### src/hdl/pbmp_pkg.sv
// Package: shared types, codes and defaults of the background mode picker.
`default_nettype none
package pbmp_pkg;

   localparam int PIXELS_DEF = 4096;
   localparam int SLOTS_DEF  = 8;

   localparam int THR_W    = 17;
   localparam int NOISE_W  = 16;
   localparam int CSR_IDXW = 2;

   localparam logic [THR_W-1:0] THR_RESET = 17'd49152;
   localparam logic [THR_W-1:0] THR_ONE   = 17'd65536;

   localparam logic [CSR_IDXW-1:0] REG_THRESHOLD   = 2'd0;
   localparam logic [CSR_IDXW-1:0] REG_NOISE_LIMIT = 2'd1;

   localparam int MAC_W   = 26;
   localparam int ACC_W   = 68;

   typedef enum logic [2:0] {
      STAT_COUNTED = 3'd0,
      STAT_NEW     = 3'd1,
      STAT_DROPPED = 3'd2,
      STAT_MOST    = 3'd3,
      STAT_DISSIM  = 3'd4,
      STAT_NONE    = 3'd5
   } status_type;

   typedef struct packed {
      logic [23:0] color;
      logic [15:0] count;
      logic [31:0] stamp;
   } slot_type;

   typedef struct packed {
      logic en;
      logic clr;
      logic hi;
   } mac_ctl_type;

endpackage
`default_nettype wire

### src/hdl/pbmp_mac.sv
// Shared multiply-accumulate unit used by the generate sequencer.
`default_nettype none
module pbmp_mac (
   input  wire logic                        clock,
   input  wire pbmp_pkg::mac_ctl_type       ctl,
   input  wire logic [pbmp_pkg::MAC_W-1:0]  a,
   input  wire logic [pbmp_pkg::MAC_W-1:0]  b,
   output logic      [pbmp_pkg::ACC_W-1:0]  acc_ff
);
   logic [2*pbmp_pkg::MAC_W-1:0] prod;
   logic [pbmp_pkg::ACC_W-1:0]   prod_ext;
   logic [pbmp_pkg::ACC_W-1:0]   addend;
   logic [pbmp_pkg::ACC_W-1:0]   acc_in;

   assign prod     = a * b;
   assign prod_ext = pbmp_pkg::ACC_W'(prod);
   // high partial product lands one operand width up
   assign addend   = ctl.hi ? (prod_ext << pbmp_pkg::MAC_W) : prod_ext;

   always_comb begin
      acc_in = acc_ff;
      if (ctl.en) begin
         acc_in = ctl.clr ? addend : acc_ff + addend;
      end
   end

   always_ff @(posedge clock) begin
      acc_ff <= acc_in;
   end
endmodule
`default_nettype wire

### config.mk
export PLATFORM = sky130hd
export DESIGN_NAME = pbmp_mac
export DESIGN_NICKNAME = d
export VERILOG_FILES = /design/src/hdl/pbmp_pkg.sv /design/src/hdl/pbmp_mac.sv
export SDC_FILE = /design/constraint.sdc
export NUM_CORES = 2
export LEC_CHECK = 0
export BUFFER_PORTS_ARGS = -buffer_cell sky130_fd_sc_hd__buf_2
export CAP_MARGIN = 20
export CORE_ASPECT_RATIO = 1.25
export CORE_UTILIZATION = 40
export CTS_CLUSTER_SIZE = 28
export DETAILED_ROUTE_END_ITERATION = 10
export GPL_TIMING_DRIVEN = 1
export MAX_ROUTING_LAYER = met4
export PLACE_DENSITY = 0.67
export SYNTH_ARGS = -nofsm -noshare
export SYNTH_HDL_FRONTEND = slang
export SYNTH_SLANG_ARGS = --single-unit
### constraint.sdc
create_clock -name clock -period 35.3 [get_ports clock]
set_input_delay 8.825 -clock clock [delete_from_list [all_inputs] [get_ports clock]]
set_output_delay 8.825 -clock clock [all_outputs]
set_load 0.005 [all_outputs]
Yosys cells after proc, flatten, opt, wreduce, memory -nomap -nowiden
Cells that the tools add are included.

cells by class
  multipliers = 1
  mux-type cells = 2
  add/sub/neg operators = 1

operators with widths
  kind            number
  $mux 68         2
  $add 68x68->68  1
  $mul 26x26->52  1

storage, ports and cells
  bits in registers = 68

Logic depth before layout (Yosys ltp)
  depth after elaboration = 4
  mapped depth = 39
  gate-level depth less buffers = 37

Worst setup path before layout
OpenSTA, ideal clock, no wires.

  kind = input -> register
  start point = input port b[6] in the netlist's numbering
  end point = register acc_ff[66] in the netlist's numbering, data pin
  slack = 17.306 ns
  path buffers = 3
  required time = 35.045 ns
  stages on the path = 39
  data arrival time = 17.740 ns
  cells stage by stage = clkbuf_1 > clkbuf_1 > nand2_1 > fa_1 > inv_1 > fa_1 > inv_1 > fa_1 > inv_1 > fa_1 > inv_1 > fa_1 > inv_1 > fa_1 > inv_1 > fa_1 > inv_1 > ha_1 > [... 3 more ...] > a311oi_1 > nor3_1 > o21ai_0 > a21oi_1 > xnor2_1 > mux2_2 > ha_1 > clkbuf_8 > nand4_2 > or4_4 > nor4_4 > o211ai_2 > a2111oi_2 > nand4bb_1 > nand2_1 > o2111ai_2 > xnor2_1 > o21ai_2

between the ends
  word-level cells in the longest chain between the ends = 4

RTL lines
  element               RTL line        source
  from (decl)           pbmp_mac.sv:7   input wire logic [pbmp_pkg::MAC_W-1:0] b,
  $mul 26x26->52 *      pbmp_mac.sv:15  assign prod = a * b;
  $mux 68 *             pbmp_mac.sv:18  assign addend = ctl.hi ? (prod_ext << pbmp_pkg::MAC_W) : prod_ext;
  $add 68x68->68        pbmp_mac.sv:23  acc_in = ctl.clr ? addend : acc_ff + addend;
  $mux 68 *             pbmp_mac.sv:23
  to (signal assigned)  pbmp_mac.sv:28  acc_ff <= acc_in;
  to (decl)             pbmp_mac.sv:8   output logic [pbmp_pkg::ACC_W-1:0] acc_ff

Every way passes the cells marked *; elsewhere a longest branch is shown, timed or not.
A chain may end at the register's enable or synchronous reset.

Worst setup path after layout
  start point = input port b[5] in the netlist's numbering
  end point = register acc_ff[62] in the netlist's numbering, data pin

Same word-level chain as after synthesis.

==> qor.txt <==
Status: complete, no violations
Initial DRT Pass Iterations: 5
Hold buffers post-CTS: 0
Pin count of the biggest net entering global routing: 76
DRT antenna net count: 0
Area contributors post-synth: fa_1 39%, ha_1 11%, inv_1 8.4%
Vias: 23.2k
Drt wl/cell: 19.0 um
Setup TNS Final: 0 ns
Clk slew on worst S/H paths: 0.07 ns
Initial antenna violation count: 1
Largest register FFs: 68
Final WL: 83300 um
Most frequent cells in the layout: 668 x inv_1, 575 x fa_1, 468 x nand2_1, 379 x and2_1, 258 x ha_1
#FFs+latches synth: 68
Worst Setup End Kind: register
Synth unique cells: 82
Most common cell after layout, fill and taps aside: inv_1
Cell count after synthesis: 3448
CP peak stage delay: 0.58 ns
Register name with the most flops: acc_ff
Footprint of the multi-input gates: 24500 um2
Max-cap violation count: 0
Core ar.: 73600 um2
Vias per cell: 5.30
Clk_skew: 0.00842 ns
H-Tree Depth: 3
Final nets: 4304
Area Overhead vs Synth: 4.67%
Largest area contributor in the netlist: fa_1
Seq/Total Area, Yosys: 6.84%
Max clock buf depth: 2
Port bufs: 123
Top_reg_cell synth: edfxtp_1
R2r setup slk: 31.43 ns
CP Max Fanout: 26
Final Max Slew Viols: 0
DRT iter0 DRCs: 1581
Synthesis warning total: 0
Post-CTS Setup Bufs: 0
Hold Crit Class: reg -> reg
Fmax: 0.0520 GHz
Die Y: 307 um
Clk Latency, worst-skew pair: 0.36 ns
Site Rows: 111
Sink Count: 68
Clk root buf: clkbuf_16
CP Class: in -> reg
Final setup violating endpoints: 0
Net count after synthesis: 4337
Slowest CP cell: xnor2_1
Critical Path AT: 19.30 ns
Crit path required time: 35.38 ns
Final min period: 19.22 ns
Hpwl dp: 69500 um
Worst-margin pin slew: 1.03 ns
Synth async-reset ratio: 0%
Synth top area share: 38.6%
Layout cells sized above 1: 5.73%
CTS tree: done
Crit share post-route: 54.4%
CTS resizes: 0
Final Hold Viols: 0
Synth Area per Inst: 8.66 um2
EDFF count, synth: 68
RSZ-0062 raised after global routing: no
First-pass GRT wire length: 136000 um
Starting Density: 40.6%
Die ar.: 75800 um2
Register area: 2040 um2
Global Route Usage Sum: 23.7%
Total I/O pin count: 124
Nature of the critical path startpoint: input port
Post-Syn Area: 29900 um2
Die Width: 246 um
Slew margin rel.: 31.1%
Total grt overflow: 0
Largest regs: acc_ff (68)
GPL Wtd Cong: 0.939
TritonCTS Buffers: 9
Fillers: 7349
Vias in the first global route: 24.5k
Residual DRC: 0
[cell type report]
class | instances | share of cell area [%]
clock buffers | 9 | 0.721
flip-flops and latches | 68 | 6.53
inverters | 670 | 8.05
multi-input cells | 2539 | 78.5
repair buffers | 127 | 2.07
well taps | 960 | 3.84
diodes | 1 | 0.00801
clock inverters | 7 | 0.292
[per-stage QoR]
stage	util (%)	instance area, um2	worst slack (ns)	cells	hold WS, ns
6_report	42.5	31300	16.08	4381	0.722
5_1_grt	42.5	31300	15.49	4380	0.750
4_1_cts	42.5	31300	16.13	4380	0.725
3_5_place_dp	42.0	30900	15.83	4364	0.704
3_3_place_gp	42.0	30900	15.79	4364	0.694
2_1_floorplan	-	29900	17.31	3448	0.700
[kinds of logic (layout without fill, tap and decap cells)]
| kind of cell | after synthesis | count (layout) | share of synthesized area, % |
|---|---|---|---|
| compound gates | 488 | 488 | 10.4 |
| xor+xnor | 108 | 108 | 3.17 |
| fa+ha+maj | 833 | 833 | 49.4 |
| buf+inv | 841 | 813 | 11.0 |
| flops | 68 | 68 | 6.84 |
| mux | 34 | 34 | 1.25 |
| other cells | 0 | 1 | 0 |
| simple gates | 1076 | 1076 | 18.0 |
[critical path: cells and delay by family]
family | cells | cell delay, ns
muxes | 1 | 0.30
buffers and inverters | 8 | 0.85
and+or+nand+nor | 9 | 2.29
xor gates and xnor gates | 2 | 0.71
adders and majority gates | 9 | 4.24
AOI/OAI and AO/OA | 8 | 2.07
[final timing paths]
check                  from         end  cells after the start
setup reg to reg  acc_ff[1]  acc_ff[53]                     11
setup / recovery       b[5]  acc_ff[62]                     37
hold reg to reg   acc_ff[0]   acc_ff[0]                      2
hold / removal    acc_ff[0]   acc_ff[0]                      2
[cells in the mapped netlist (all sizes together), types with 8 or more instances]
cell,instances
xor2,41
nor2,82
inv,669
edfxtp,68
a21o,80
a211oi,10
and2,384
or3,8
nand4,28
and3,15
ha,258
o21ai,107
fa,575
nor2b,15
nand3,27
mux2,26
a21boi,8
a31oi,21
nand2,469
mux2i,8
o21bai,26
o211ai,10
a21oi,150
buf,16
o31ai,10
nand2b,10
o21a,16
xnor2,67
clkbuf,154
nor3,16
[layer usage]
layer | vias to the layer above | track usage (%) | share of wire, %
met3 | 133 | 2.68 | 6.0
li1 | 10600 | - | -
met2 | 789 | 38.7 | 49
met5 | - | - | 0
met1 | 11700 | 30.8 | 42
met4 | 0 | 6.75 | 2.8
Power is left out: the tool's default activity adds up to more than one toggle a clock period on the data nets, which glitch-free logic cannot reach.
